--- src/rtl/core/uvsti_pkg.sv ---
// Package for the UV-sphere triangle index generator.
// Holds shared widths, register indices, phase codes and the triangle record.
// No dependencies.
package uvsti_pkg;

  // Width of the configuration data and of each vertex index.
  localparam int CFG_W     = 9;
  localparam int CFG_IDX_W = 2;
  localparam int VERT_W    = 16;

  // Default upper bound on the slice counts.
  localparam int MAX_SLICES_DEF = 256;

  // Register indices on the configuration port.
  localparam logic [CFG_IDX_W-1:0] REG_RING_SIZE = 2'd0;
  localparam logic [CFG_IDX_W-1:0] REG_LAT_DIVS  = 2'd1;

  // Register values after reset, and their lower bounds.
  localparam int RESET_RING_SIZE = 16;
  localparam int RESET_LAT_DIVS  = 16;
  localparam int MIN_RING_SIZE   = 3;
  localparam int MIN_LAT_DIVS    = 2;

  // Phases of the walk over the mesh.
  localparam logic [1:0] PH_TOP    = 2'd0;
  localparam logic [1:0] PH_PASS1  = 2'd1;
  localparam logic [1:0] PH_PASS2  = 2'd2;
  localparam logic [1:0] PH_BOTTOM = 2'd3;

  // Fixed vertex numbers: the two poles and the start of the first ring.
  localparam logic [VERT_W-1:0] VERT_TOP_POLE    = 16'd0;
  localparam logic [VERT_W-1:0] VERT_BOTTOM_POLE = 16'd1;
  localparam logic [VERT_W-1:0] VERT_FIRST_RING  = 16'd2;

  // One triangle of the index list.
  typedef struct packed {
    logic [VERT_W-1:0] vert_a;
    logic [VERT_W-1:0] vert_b;
    logic [VERT_W-1:0] vert_c;
    logic              last;
  } tri_t;

endpackage

--- src/rtl/core/uvsti_tri_gen.sv ---
// Triangle sequencer: configuration registers, walk state and vertex arithmetic.
// Depends on uvsti_pkg.
module uvsti_tri_gen #(
  parameter int MAX_SLICES = uvsti_pkg::MAX_SLICES_DEF
) (
  input  logic                             clk,
  input  logic                             rst,
  input  logic                             cfg_we,
  input  logic [uvsti_pkg::CFG_IDX_W-1:0]  cfg_index,
  input  logic [uvsti_pkg::CFG_W-1:0]      cfg_data,
  input  logic                             step,
  input  logic                             restart,
  output uvsti_pkg::tri_t                  tri_out
);

  // CNT_W holds a slice count up to MAX_SLICES; COL_W holds a column or band index.
  localparam int CNT_W = $clog2(MAX_SLICES + 1);
  localparam int COL_W = $clog2(MAX_SLICES);
  localparam int VW    = uvsti_pkg::VERT_W;

  localparam int RST_U = (uvsti_pkg::RESET_RING_SIZE > MAX_SLICES) ?
                         MAX_SLICES : uvsti_pkg::RESET_RING_SIZE;
  localparam int RST_V = (uvsti_pkg::RESET_LAT_DIVS > MAX_SLICES) ?
                         MAX_SLICES : uvsti_pkg::RESET_LAT_DIVS;

  // Saturate a written count into lo..MAX_SLICES.
  function automatic logic [CNT_W-1:0] clamp_cnt(input logic [uvsti_pkg::CFG_W-1:0] x,
                                                 input int lo);
    int xi;
    xi = int'(x);
    if (xi < lo) begin
      return CNT_W'(lo);
    end else if (xi > MAX_SLICES) begin
      return CNT_W'(MAX_SLICES);
    end else begin
      return CNT_W'(xi);
    end
  endfunction

  logic [CNT_W-1:0] ring_size;
  logic [CNT_W-1:0] lat_divs;

  logic [1:0]       phase;
  logic [COL_W-1:0] column;
  logic [COL_W-1:0] band;
  logic [VW-1:0]    ring_base;

  logic [1:0]       phase_next;
  logic [COL_W-1:0] column_next;
  logic [COL_W-1:0] band_next;
  logic [VW-1:0]    ring_base_next;

  // State as seen by this step, after an optional restart.
  logic [1:0]       ph_cur;
  logic [COL_W-1:0] col_cur;
  logic [COL_W-1:0] band_cur;
  logic [VW-1:0]    base_cur;

  logic [CNT_W-1:0] col_inc;
  logic [CNT_W-1:0] band_inc;
  logic             end_of_ring;
  logic [COL_W-1:0] col_nxt;
  logic [VW-1:0]    u16;
  logic [VW-1:0]    col16;
  logic [VW-1:0]    nxt16;
  logic [VW-1:0]    next_ring;
  logic             cfg_hit;

  assign cfg_hit = cfg_we && (cfg_index == uvsti_pkg::REG_RING_SIZE ||
                              cfg_index == uvsti_pkg::REG_LAT_DIVS);

  always_comb begin
    if (restart) begin
      ph_cur   = uvsti_pkg::PH_TOP;
      col_cur  = '0;
      band_cur = '0;
      base_cur = uvsti_pkg::VERT_FIRST_RING;
    end else begin
      ph_cur   = phase;
      col_cur  = column;
      band_cur = band;
      base_cur = ring_base;
    end
  end

  assign col_inc     = CNT_W'(col_cur) + CNT_W'(1);
  assign band_inc    = CNT_W'(band_cur) + CNT_W'(1);
  assign end_of_ring = (col_inc >= ring_size);
  assign col_nxt     = end_of_ring ? '0 : col_inc[COL_W-1:0];
  assign u16         = VW'(ring_size);
  assign col16       = VW'(col_cur);
  assign nxt16       = VW'(col_nxt);
  assign next_ring   = base_cur + u16;

  always_comb begin
    tri_out.last   = 1'b0;
    phase_next     = ph_cur;
    column_next    = col_nxt;
    band_next      = band_cur;
    ring_base_next = base_cur;
    unique case (ph_cur)
      uvsti_pkg::PH_TOP: begin
        tri_out.vert_a = uvsti_pkg::VERT_TOP_POLE;
        tri_out.vert_b = uvsti_pkg::VERT_FIRST_RING + col16;
        tri_out.vert_c = uvsti_pkg::VERT_FIRST_RING + nxt16;
        if (end_of_ring) begin
          band_next      = '0;
          ring_base_next = uvsti_pkg::VERT_FIRST_RING;
          phase_next     = (lat_divs > CNT_W'(uvsti_pkg::MIN_LAT_DIVS)) ?
                           uvsti_pkg::PH_PASS1 : uvsti_pkg::PH_BOTTOM;
        end
      end
      uvsti_pkg::PH_PASS1: begin
        tri_out.vert_a = base_cur + nxt16;
        tri_out.vert_b = base_cur + col16;
        tri_out.vert_c = next_ring + col16;
        if (end_of_ring) begin
          phase_next = uvsti_pkg::PH_PASS2;
        end
      end
      uvsti_pkg::PH_PASS2: begin
        tri_out.vert_a = next_ring + col16;
        tri_out.vert_b = next_ring + nxt16;
        tri_out.vert_c = base_cur + nxt16;
        if (end_of_ring) begin
          ring_base_next = next_ring;
          band_next      = band_inc[COL_W-1:0];
          phase_next     = (band_inc >= lat_divs - CNT_W'(uvsti_pkg::MIN_LAT_DIVS)) ?
                           uvsti_pkg::PH_BOTTOM : uvsti_pkg::PH_PASS1;
        end
      end
      default: begin
        tri_out.vert_a = uvsti_pkg::VERT_BOTTOM_POLE;
        tri_out.vert_b = base_cur + nxt16;
        tri_out.vert_c = base_cur + col16;
        if (end_of_ring) begin
          tri_out.last   = 1'b1;
          phase_next     = uvsti_pkg::PH_TOP;
          band_next      = '0;
          ring_base_next = uvsti_pkg::VERT_FIRST_RING;
        end
      end
    endcase
  end

  always_ff @(posedge clk) begin
    if (rst) begin
      ring_size <= CNT_W'(RST_U);
      lat_divs  <= CNT_W'(RST_V);
      phase     <= uvsti_pkg::PH_TOP;
      column    <= '0;
      band      <= '0;
      ring_base <= uvsti_pkg::VERT_FIRST_RING;
    end else if (cfg_hit) begin
      if (cfg_index == uvsti_pkg::REG_RING_SIZE) begin
        ring_size <= clamp_cnt(cfg_data, uvsti_pkg::MIN_RING_SIZE);
      end else begin
        lat_divs <= clamp_cnt(cfg_data, uvsti_pkg::MIN_LAT_DIVS);
      end
      phase     <= uvsti_pkg::PH_TOP;
      column    <= '0;
      band      <= '0;
      ring_base <= uvsti_pkg::VERT_FIRST_RING;
    end else if (step) begin
      phase     <= phase_next;
      column    <= column_next;
      band      <= band_next;
      ring_base <= ring_base_next;
    end
  end

  // The column never reaches the ring length.
  a_col_in_ring: assert property (@(posedge clk) disable iff (rst)
    CNT_W'(column) < ring_size)
    else $error("column outside ring");

  // Band phases only exist when there is at least one inner band.
  a_band_needs_rings: assert property (@(posedge clk) disable iff (rst)
    (phase == uvsti_pkg::PH_PASS1 || phase == uvsti_pkg::PH_PASS2) |->
      lat_divs > CNT_W'(uvsti_pkg::MIN_LAT_DIVS))
    else $error("band phase with no inner band");

  // A step that closes the mesh leaves the walk at the start of the top cap.
  a_last_restarts: assert property (@(posedge clk) disable iff (rst)
    (step && !cfg_hit && tri_out.last) |=>
      (phase == uvsti_pkg::PH_TOP && column == '0))
    else $error("walk not restarted after closing triangle");

endmodule

--- src/rtl/core/uvsti_out_buf.sv ---
// Two-entry result buffer (output register plus skid stage) for triangle records.
// Depends on uvsti_pkg.
module uvsti_out_buf (
  input  logic            clk,
  input  logic            rst,
  input  logic            push_valid,
  output logic            push_stall,
  input  uvsti_pkg::tri_t push_data,
  output logic            pop_valid,
  input  logic            pop_stall,
  output uvsti_pkg::tri_t pop_data
);

  logic            out_valid;
  uvsti_pkg::tri_t out_data;
  logic            skid_valid;
  uvsti_pkg::tri_t skid_data;
  logic            push;
  logic            pop;

  assign push_stall = skid_valid;
  assign push       = push_valid && !skid_valid;
  assign pop        = out_valid && !pop_stall;
  assign pop_valid  = out_valid;
  assign pop_data   = out_data;

  always_ff @(posedge clk) begin
    if (rst) begin
      out_valid  <= 1'b0;
      skid_valid <= 1'b0;
    end else if (pop) begin
      if (skid_valid) begin
        skid_valid <= 1'b0;
      end else begin
        out_valid <= push;
      end
    end else if (push) begin
      if (out_valid) begin
        skid_valid <= 1'b1;
      end else begin
        out_valid <= 1'b1;
      end
    end
  end

  always_ff @(posedge clk) begin
    if (pop && skid_valid) begin
      out_data <= skid_data;
    end else if (push && (pop || !out_valid)) begin
      out_data <= push_data;
    end
    if (push && out_valid && !pop) begin
      skid_data <= push_data;
    end
  end

  // The skid stage only fills behind an occupied output register.
  a_skid_behind_out: assert property (@(posedge clk) disable iff (rst)
    skid_valid |-> out_valid)
    else $error("skid stage holds data with empty output register");

  // A request arriving while the output is held lands in the skid stage.
  a_skid_catches: assert property (@(posedge clk) disable iff (rst)
    (push && out_valid && pop_stall) |=> skid_valid)
    else $error("request lost while output stalled");

endmodule

--- src/rtl/core/uv_sphere_triangle_index_gen.sv ---
// Top level of the UV-sphere triangle index generator.
// Depends on uvsti_pkg, uvsti_tri_gen and uvsti_out_buf.
//
//   channel  | signals                                | direction
//   ---------+----------------------------------------+-----------
//   request  | req_valid, req_stall, restart          | in / stall out
//   triangle | tri_valid, tri_stall, vert_a/b/c, last | out / stall in
//   config   | cfg_we, cfg_index, cfg_data            | in, write only
//
// Each accepted request yields exactly one triangle. With the output free it
// is presented from the output register in the cycle after acceptance, and a
// request can be accepted in every cycle.
// The rate is set by the single pass from walk state to output register:
// one counter step and a few 16-bit adds.
// Reset (rst, synchronous) loads 16 slices each way and starts at the top cap.
// A held triangle does not stop intake: one more request is caught in the
// skid stage, and req_stall rises only once that stage is full.
//
// Vertex 0 is the top pole, vertex 1 the bottom pole, and ring r starts at
// 2 + (r-1)*ring_size. The walk emits the top-cap fan, then two passes per
// inner band, then the bottom-cap fan; the closing triangle carries last.
// Writing either register saturates it into range and restarts the walk.
module uv_sphere_triangle_index_gen #(
  parameter int MAX_SLICES = uvsti_pkg::MAX_SLICES_DEF
) (
  input  logic                             clk,
  input  logic                             rst,
  input  logic                             cfg_we,
  input  logic [uvsti_pkg::CFG_IDX_W-1:0]  cfg_index,
  input  logic [uvsti_pkg::CFG_W-1:0]      cfg_data,
  input  logic                             req_valid,
  output logic                             req_stall,
  input  logic                             restart,
  output logic                             tri_valid,
  input  logic                             tri_stall,
  output logic [uvsti_pkg::VERT_W-1:0]     vert_a,
  output logic [uvsti_pkg::VERT_W-1:0]     vert_b,
  output logic [uvsti_pkg::VERT_W-1:0]     vert_c,
  output logic                             last
);

  uvsti_pkg::tri_t tri_new;
  uvsti_pkg::tri_t tri_held;
  logic            req_take;

  // The walk only moves when a request is really taken.
  assign req_take = req_valid && !req_stall;

  uvsti_tri_gen #(
    .MAX_SLICES (MAX_SLICES)
  ) u_tri_gen (
    .clk       (clk),
    .rst       (rst),
    .cfg_we    (cfg_we),
    .cfg_index (cfg_index),
    .cfg_data  (cfg_data),
    .step      (req_take),
    .restart   (restart),
    .tri_out   (tri_new)
  );

  uvsti_out_buf u_out_buf (
    .clk        (clk),
    .rst        (rst),
    .push_valid (req_valid),
    .push_stall (req_stall),
    .push_data  (tri_new),
    .pop_valid  (tri_valid),
    .pop_stall  (tri_stall),
    .pop_data   (tri_held)
  );

  assign vert_a = tri_held.vert_a;
  assign vert_b = tri_held.vert_b;
  assign vert_c = tri_held.vert_c;
  assign last   = tri_held.last;

  // A taken request leaves a triangle presented in the next cycle.
  a_req_gives_tri: assert property (@(posedge clk) disable iff (rst)
    req_take |=> tri_valid)
    else $error("request taken but no triangle presented");

endmodule
--- config.mk ---
export PLATFORM = sky130hd
export DESIGN_NAME = uv_sphere_triangle_index_gen
export DESIGN_NICKNAME = d
export VERILOG_FILES = /design/src/rtl/core/uvsti_pkg.sv /design/src/rtl/core/uvsti_tri_gen.sv /design/src/rtl/core/uvsti_out_buf.sv /design/src/rtl/core/uv_sphere_triangle_index_gen.sv
export SDC_FILE = /design/constraint.sdc
export NUM_CORES = 1
export LEC_CHECK = 0
export BUFFER_PORTS_ARGS = -buffer_cell sky130_fd_sc_hd__buf_2
export CAP_MARGIN = 20
export CORE_MARGIN = 10
export CORE_UTILIZATION = 40
export CTS_BUF_LIST = sky130_fd_sc_hd__clkbuf_8 sky130_fd_sc_hd__clkbuf_16
export DETAILED_ROUTE_END_ITERATION = 16
export GPL_TIMING_DRIVEN = 0
export PLACE_DENSITY_LB_ADDON = 0.25
export REMOVE_ABC_BUFFERS = 1
export SYNTH_ARGS = -nofsm -noshare
export SYNTH_HDL_FRONTEND = slang
export SYNTH_HIERARCHICAL = 1
export SYNTH_SLANG_ARGS = --single-unit
--- constraint.sdc ---
create_clock -name clk -period 16.2 [get_ports clk]
set_clock_uncertainty 0.1 [all_clocks]
set_input_delay 0 -clock clk [delete_from_list [all_inputs] [get_ports clk]]
set_output_delay 0 -clock clk [all_outputs]
set_load 0.01 [all_outputs]
Word level (Yosys, flattened, before mapping):

Cells that the tools add are included.

* register bits after elaboration: 152
* bits of input ports: 17
* output and inout bits: 51
* logic and storage cells: 90

* add/subtract/negate cells: 10
* magnitude comparators: 6
* eq/ne operators: 4
* multiplexer cells: 29
* bitwise logic cells: 1
* reduce and logical (&&, ||, !) cells: 24

Operators by type and width (count)
* 48-bit case mux with 3 select lines: 1
* 49-bit two-way mux: 2
* 16-bit by 8-bit adder with 16-bit output: 4
* 16-bit two-way mux: 3
* 8-bit two-way mux: 5
* 16-bit case mux with 2 select lines: 1
* 9-bit two-way mux: 3
* 2-bit by 8-bit adder with 9-bit output, first input constant: 2
* 8-bit by 1-bit adder with 9-bit output, second input constant: 2
* 9-bit >= comparator: 2
* 9-bit by 2-bit < comparator with 1-bit output, second input constant: 2
* 16-bit by 9-bit adder with 16-bit output: 1
* 8-bit case mux with 2 select lines: 1
* 2-bit two-way mux: 7
* 9-bit by 2-bit > comparator with 1-bit output, second input constant: 1
* 9-bit > comparator, second input constant: 1
* 9-bit by 2-bit subtractor with 9-bit output, second input constant: 1
* 2-bit AND reduction: 4
* 1-bit logical AND: 7
* 2-bit case mux with 3 select lines: 1
* 1-bit two-way mux: 5
* 2-bit by 1-bit equality test with 1-bit output, second input constant: 2
* 1-bit zero test: 4
* 2-bit zero test: 2
* 7 further kinds: 10

Depth between registers and ports, before layout:

Gate-level depths: netlist (run 1).

* word-level depth: 8
* depth in mapped cells: 29
* mapped depth without buffers: 23

Modules after synthesis:

Netlist (run 1), hierarchy kept.

By module, submodules not included
* uvsti_tri_gen: instances 1, cells each 1048, area each 7384.6 µm², seq. area each 1041.0 µm²
* uvsti_out_buf: instances 1, cells each 165, area each 3668.5 µm², seq. area each 2982.9 µm²
* uv_sphere_triangle_index_gen: instances 1, cells each 1, area each 13.8 µm², seq. area each 0.0 µm²

Least setup slack after synthesis (run 1):

Ideal clock, no wire load.

* kind: input port to flip-flop
* start: in restart
* end: reg u_out_buf.out_data (netlist bit u_out_buf/pop_data[25]) (data pin)
* setup time: 0.260 ns
* arrival time: 5.701 ns
* data required time: 15.840 ns
* path slack: 10.139 ns
* stages: 29
* buffers on the path: 7
* cells stage by stage: buf_6 buf_2 clkbuf_1 nor2b_1 ha_1 and3_4 and3_1 buf_6 xor2_4 ha_1 a21oi_1 o21ai_0 a211o_1 inv_1 buf_2 clkbuf_1 clkbuf_1 nand2_1 xnor2_1 ha_1 and2_1 o22ai_1 a211oi_1 o21ai_1 a311o_2 xnor2_1 a2111oi_0 a21oi_1 mux2_2

RTL lines
* start, declared: RTL line uv_sphere_triangle_index_gen.sv:33 `input logic restart,`
* end signal, assigned: RTL line uvsti_out_buf.sv:48 `out_data <= skid_data;`
* end signal, assigned: RTL line uvsti_out_buf.sv:50 `out_data <= push_data;`
* end, declared: RTL line uvsti_out_buf.sv:15 `uvsti_pkg::tri_t out_data;`

==> impl_metrics.toml, run 1 <==
[status]
status = "finished clean"

[logic_synthesis]
async_flop_share_pct = 0
syn_area_um2 = 11100
ys_seq_area_share_pct = 36.4
synth.area.top_cells = "edfxtp_1 (27%), dfxtp_1 (9.8%), ha_1 (6.8%)"
synth-edff-count = 98
synthDistinctLibCells = 87
postSynthCellCount = 1214
synth_top_area_share_pct = 26.6
syn_area_per_cell_um2 = 9.12
synth_top_cell_by_area = "edfxtp_1"
yosysWarnings = 6
synth_seq_cells = 152
synthFlopType = "edfxtp_1"

[route]
wl_per_cell_um = 19.3
detail-route-antenna-nets = 0
wl_um = 31800
drcViolationCount = 0
vias = 9570
first_pass_iters = 5
drt_iter0_drc = 796
avgViaCountPerCell = 5.80

[floorplanning]
die-area_um2 = 34700
die_w_um = 186
die_y_um = 186
ios = 68
row_count = 60
start_util_pct = 40.8
core_area_um2 = 27100

[clock_network]
ctsLongestPathBuffers = 2
cts_tree = "done"
path_clk_slew_ps = 80
ctsHtreeMaxLevel = 4
clock_latency_ps = 440
numCtsBuffers = 17
root_buffer = "clkbuf_16"
cts.sinks = 152

[worst_setup_path]
worst-r2r-cell-count = 23
reg2reg_to = "u_out_buf/pop_data[25]$_DFFE_PP_"
cpPeakStageDelay_ps = 700
crit_path_end_kind = "flop"
critical_path_class = "reg2reg"
critPathMaxFanout = 24
cp_top_family = "compound AO/OA/AOI/OAI gates"
start_kind = "flop"
critPathBufInv = 4
cp.required_ps = 16300
critical_path.cell_chain = "nor2b_1, ha_1, xnor2_1, inv_1, ha_1, a21oi_1, o21ai_0, a211o_1, buf_16, inv_1, buf_8, nand2_1, xnor2_1, ha_1, and2_1, o22ai_1, a211oi_1, o21ai_1, a311o_2, xnor2_1, a2111oi_0, a21oi_1, mux2_2"
crit_arrival_ps = 8160
crit_path_top_delay_cell = "inv_1"
rr_startpoint = "u_tri_gen/column[0]$_SDFFE_PP0P_"
r2r_slack_ps = 8140

[grt]
grt_usage_pct = 17.8
grt_pass1_wl_um = 51300
gr-total-overflow = 0
grt_max_degree = 40
antenna_found_initial = 0
grt_pass1_vias = 9302

[finish]
fin_nets = 1344
final_core_util_pct = 46.6
register_area_um2 = 4020
antenna_cells = 0
area_growth_pct = 14.2
fill_cells = 2560
drive_above_1_share_pct = 15.5
multi_input_area_um2 = 6600

[hold_path]
hold_depth = 4
hp-start = "cfg_we"
hold_end = "u_tri_gen/lat_divs[4]$_SDFFE_PP1P_"
hold_class = "in2reg"

[sta]
finalSetupTns_ps = 0
post-route-period-util_pct = 49.7
post-route-min-period_ps = 8060
slew-limit-headroom_pct = 33.7
setup_viol = 0
tightest_slew_ps = 994
fmax_ghz = 0.124
hold_viol = 0
rsz0062_at_grt = "false"
final_max_slew_viol_count = 0

[placement]
numPortBuffers = 67
routabilityCongestion = 0.909
hpwlAfterDp_um = 22400

[pwr]
leakagePower_nw = 4.97
powerDensity_nw_per_um2 = 74.2
ir_drop_mv = 0.0459

[job]
max_cap_viol_count = 0
## metrics by stage
stage                     instances  setup slack (ps)  total power (W)  area [um2]  hold slack [ps]
after floorplan                1147              9860         0.000491       10800            -30.9
after global placement         1586              7300         0.000524       11600              188
after detailed placement       1596              7590         0.000526       11800              192
after CTS                      1649              7810         0.000945       12600              215
after global routing           1651              7650         0.000970       12600              306
final                          1651              8140         0.000937       12600              232
## cell families after synthesis
logic type	share of synthesized area (%)
AND/OR/NAND/NOR	17.4
AO/OA/AOI/OAI	20.2
flip-flops	36.4
buffers and inverters	4.28
XOR/XNOR	7.88
adder cells (fa/ha/maj)	7.33
multiplexers	6.57
## state kept, by name, indices dropped and copies added, names as in the netlist, 2 cells and up
name / count
u_out_buf/pop_data: 49
u_out_buf/skid_data: 49
u_tri_gen/ring_base: 16
u_tri_gen/lat_divs: 9
u_tri_gen/ring_size: 9
u_tri_gen/band: 8
u_tri_gen/column: 8
u_tri_gen/phase: 2
## worst min-delay path: cells and delay by family
kind / cells / cell delay, ps
buffers and inverters: 1 / 90
AO/OA/AOI/OAI: 1 / 190
AND/OR/NAND/NOR: 2 / 460
## synth_stat cells, types with 11 or more instances
master	number
dfxtp_1	54
edfxtp_1	98
nor3_1	25
clkbuf_1	46
mux2_2	39
xor2_1	24
a211oi_1	12
nand2b_1	11
a221oi_1	22
nand2_1	90
inv_1	40
a21oi_1	86
o22ai_1	12
mux2_4	11
and3_1	15
nor2_1	155
a21o_1	14
and2_1	11
nand3_1	26
ha_1	60
nor2b_1	29
xnor2_1	68
o21ai_0	50
a22oi_1	31
## worst max-delay path by stage
| stage | startpoint | to | slack [ps] | cells after the start |
|---|---|---|---|---|
| floorplan | u_tri_gen/column[1]$_SDFFE_PP0P_ | u_out_buf/pop_data[25]$_DFFE_PP_ | 9860 | 22 |
| global placement | restart | u_out_buf/pop_data[25]$_DFFE_PP_ | 7300 | 22 |
| global route | u_tri_gen/column[1]$_SDFFE_PP0P_ | u_out_buf/pop_data[11]$_DFFE_PP_ | 7650 | 22 |
| detailed placement | restart | u_out_buf/pop_data[11]$_DFFE_PP_ | 7590 | 22 |
| CTS | u_tri_gen/column[0]$_SDFFE_PP0P_ | u_out_buf/pop_data[25]$_DFFE_PP_ | 7810 | 22 |
| finish | u_tri_gen/column[0]$_SDFFE_PP0P_ | u_out_buf/pop_data[25]$_DFFE_PP_ | 8140 | 23 |
## report_power, final
part           total (W)  switching, W  internal, W  leakage, nW
Clock           0.000415      0.000206     0.000209        0.291
Combinational  0.0000927     0.0000597    0.0000330         3.25
Sequential      0.000429    0.00000533     0.000424         1.43
Total           0.000937      0.000271     0.000666         4.97
## per-layer routing
| layer | global-route usage, % | routed length (um) | vias to the layer above |
|---|---|---|---|
| met5 | 0 | 0 | - |
| met4 | 5.35 | 480 | 0 |
| met3 | 3.20 | 2020 | 34 |
| met2 | 29.3 | 14900 | 318 |
| met1 | 23.3 | 14400 | 4610 |
| li1 | - | - | 4608 |
## placed cells by master (no fill, tap or decap), types with 6 or more instances in the layout
cell type and n:
dlygate4sd3_1 21, a21oi_1 86, nand2b_1 11, mux2_2 39
nor3_1 25, ha_1 57, o22ai_1 12, nor2_1 154
inv_8 6, and3_1 15, nor2b_1 29, o21a_1 7
xor2_1 24, a32oi_1 8, nand3_1 26, a31oi_1 8
nand2_1 90, mux2i_1 10, a211oi_1 12, a221oi_1 22
edfxtp_1 98, dfxtp_1 54, and2_1 11, o211ai_1 10
o21ai_0 50, a21o_1 14, buf_2 67, nor4_1 7
a22oi_1 31, clkbuf_16 17, inv_1 40, xnor2_1 68
mux2_4 11
## what timing repair did
action                                 in CTS  in global routing
hold buffers                               21                  0
endpoints found under the hold margin      20                  0
setup buffers                               0                  0
gates resized for setup                     0                  0
## area by class of cell
type / count / share of cell area [%]
Multi-Input combinational cell: 949 / 52.2
Sequential cell: 152 / 31.9
Timing Repair Buffer: 100 / 6.14
Tap cell: 372 / 3.68
Clock buffer: 17 / 3.37
Clock inverter: 15 / 1.39
Inverter: 46 / 1.37
Note: power is estimated with default switching activity, not from simulation.
==> run 2, diff against run 1 <==
--- a/config.mk
+++ b/config.mk
@@ -5,6 +5,7 @@
 export SDC_FILE = /design/constraint.sdc
 export NUM_CORES = 1
 export LEC_CHECK = 0
+export ABC_AREA = 1
 export BUFFER_PORTS_ARGS = -buffer_cell sky130_fd_sc_hd__buf_2
 export CAP_MARGIN = 20
 export CORE_MARGIN = 10
==> constraint.sdc (replaced) <==
create_clock -name clk -period 7.95 [get_ports clk]
set_clock_uncertainty 0.1 [all_clocks]
set_input_delay 0 -clock clk [delete_from_list [all_inputs] [get_ports clk]]
set_output_delay 0 -clock clk [all_outputs]
set_load 0.01 [all_outputs]
==> run 2 against run 1 <==
  * Setup slack lost 6100 ps
  * Combinational power grew to 4.1 times the previous value
  * Synthesized cell count grew 41%
  * Die area increased by 7.9%
  * Fmax is 36% higher
  * Via count is 21% higher
  * Cell area is 8.2% higher
  * Hold slack lost 180 ps
  * Sequential power grew 110%
  * Synthesized area is 8.9% higher
  * Count of clock-buffer cells in the layout is 5 higher
  * Critical path type unchanged
  * Highest routed layer unchanged
==> impl_metrics.toml, run 2 <==
[sta]
rsz0062_at_grt = "false"
finalSetupTns_ps = 0
setup_viol = 0
post-route-period-util_pct = 74.7
final_max_slew_viol_count = 0
hold_viol = 0
slew-limit-headroom_pct = 28.9
tightest_slew_ps = 1060
post-route-min-period_ps = 5940
setup_ws_ps = 2010
fmax_ghz = 0.168

[grt]
antenna_found_initial = 0
grt_max_degree = 51
grt_pass1_wl_um = 59600
grt_usage_pct = 19.4
gr-total-overflow = 0
grt_pass1_vias = 11100

[route]
wl_per_cell_um = 16.9
detail-route-antenna-nets = 0
wl_um = 36700
drt_iter0_drc = 945
top_layer = "met4"
avgViaCountPerCell = 5.32
wl_met2_um = 16800
drcViolationCount = 0
vias = 11500
first_pass_iters = 5
wl_met1_um = 16900
route.met3.wl_um = 2080

[logic_synthesis]
async_flop_share_pct = 0
synthDistinctLibCells = 64
yosysMostFrequentCell = "nand2_1"
syn_area_um2 = 12100
ys_top_cells_by_count = "nand2_1 (495), inv_1 (196), nand3_1 (177)"
syn_area_per_cell_um2 = 7.02
yosysWarnings = 6
ys_seq_area_share_pct = 33.4
synth_seq_cells = 152
postSynthCellCount = 1717
synth_top_cell_by_area = "edfxtp_1"
synth.area.top_cells = "edfxtp_1 (24%), nand2_1 (15%), dfxtp_1 (9.0%)"
synth-edff-count = 98
synth_top_area_share_pct = 24.4
synthFlopType = "edfxtp_1"

[clock_network]
cts.sinks = 152
cts_tree = "done"
root_buffer = "clkbuf_16"
ctsResizeCount = 0
clock_latency_ps = 450
cts_setup_buffers = 0
ctsHtreeMaxLevel = 4
cts-hold-fix-buffers = 21
numCtsBuffers = 17
ctsLongestPathBuffers = 2
path_clk_slew_ps = 70

[floorplanning]
row_count = 63
start_util_pct = 40.5
die_y_um = 194
die-area_um2 = 37500
core_area_um2 = 29700
die_w_um = 194
ios = 68

[worst_setup_path]
crit_arrival_ps = 6030
start_kind = "flop"
critPathMaxFanout = 41
crit_top_cell = "nand2_1"
worst-r2r-cell-count = 28
critical_path_class = "reg2reg"
crit_path_end_kind = "flop"
cpPeakStageDelay_ps = 730
crit_path_top_delay_cell = "nand3_2"
cp.required_ps = 8050

[finish]
antenna_cells = 0
area_growth_pct = 13.4
drive_above_1_share_pct = 12.6
fin_nets = 1846
register_area_um2 = 4030
final_common_cell = "nand2_1"
multi_input_area_um2 = 6930
layout_common_cells = "nand2_1 (494), inv_1 (199), nand3_1 (176)"
fill_cells = 2994

[hold_path]
hold_depth = 7
hold_class = "in2reg"

[job]
max_cap_viol_count = 0

[status]
status = "finished clean"

[pwr]
leakagePower_nw = 6.25
ir_drop_mv = 0.106
powerDensity_nw_per_um2 = 157

[placement]
numPortBuffers = 67
place_ws_ps = 2000
hpwlAfterDp_um = 27100
routabilityCongestion = 0.937
## run 2: cell families (layout without fill, tap and decap cells)
kind of cell,Yosys count,in the layout,share of synthesized area (%)
DFF,152,152,33.4
buffers and inverters,283,347,9.44
AOI/OAI and AO/OA,266,266,12.9
and+or+nand+nor,908,908,34.2
adders and majority gates,61,61,6.40
xor gates and xnor gates,47,47,3.63
## run 2: final timing paths
kind	start	slack [ps]	endpoint
setup / recovery	u_tri_gen/column[0]$_SDFFE_PP0P_	2010	u_out_buf/pop_data[29]$_DFFE_PP_
hold / removal	cfg_we	50	u_tri_gen/ring_size[7]$_SDFFE_PP0P_
setup reg to reg	u_tri_gen/column[0]$_SDFFE_PP0P_	2010	u_out_buf/pop_data[29]$_DFFE_PP_
hold reg to reg	u_tri_gen/ring_base[8]$_SDFFE_PP0P_	370	u_tri_gen/ring_base[8]$_SDFFE_PP0P_
## run 2: cell type report
| class | count | area share (%) |
|---|---|---|
| timing repair buffer | 99 | 5.70 |
| sequential | 152 | 29.5 |
| inverter | 216 | 6.00 |
| multi-input combinational | 1282 | 50.7 |
| clock inverter | 10 | 0.632 |
| tap | 390 | 3.57 |
| clock buffer | 22 | 3.95 |
## run 2: metrics by stage
stage               total power, W  util (%)  hold slack [ps]  instances  cell area (um2)
global route               0.00224      46.0              123       2171            13700
floorplan                  0.00116         -            -30.9       1650            11700
finish                     0.00215      46.0             52.2       2171            13700
global placement           0.00127      42.3              194       2107            12600
detailed placement         0.00129      43.0              194       2116            12800
CTS                        0.00216      45.8             38.0       2169            13600
## run 2: per-layer routing
metal / vias up / GRT usage [%]
li1: 5803 / -
met1: 5358 / 25.6
met2: 340 / 31.9
met3: 48 / 2.70
met4: 0 / 6.61
met5: - / 0
## run 2: worst max-delay path, delay by kind of cell (launching register included)
kind                     cells  cell delay, ps
AO/OA/AOI/OAI                1             230
flip-flops                   1             360
adder cells (fa/ha/maj)      4            1140
buffers and inverters        5             330
AND/OR/NAND/NOR             18            3540
## run 2: power breakdown
part	total (W)	switching (W)	leakage, nW	internal (W)
Sequential	0.000899	0.0000156	1.37	0.000883
Clock	0.000870	0.000357	0.318	0.000513
Combinational	0.000381	0.000264	4.56	0.000117
Total	0.00215	0.000637	6.25	0.00151
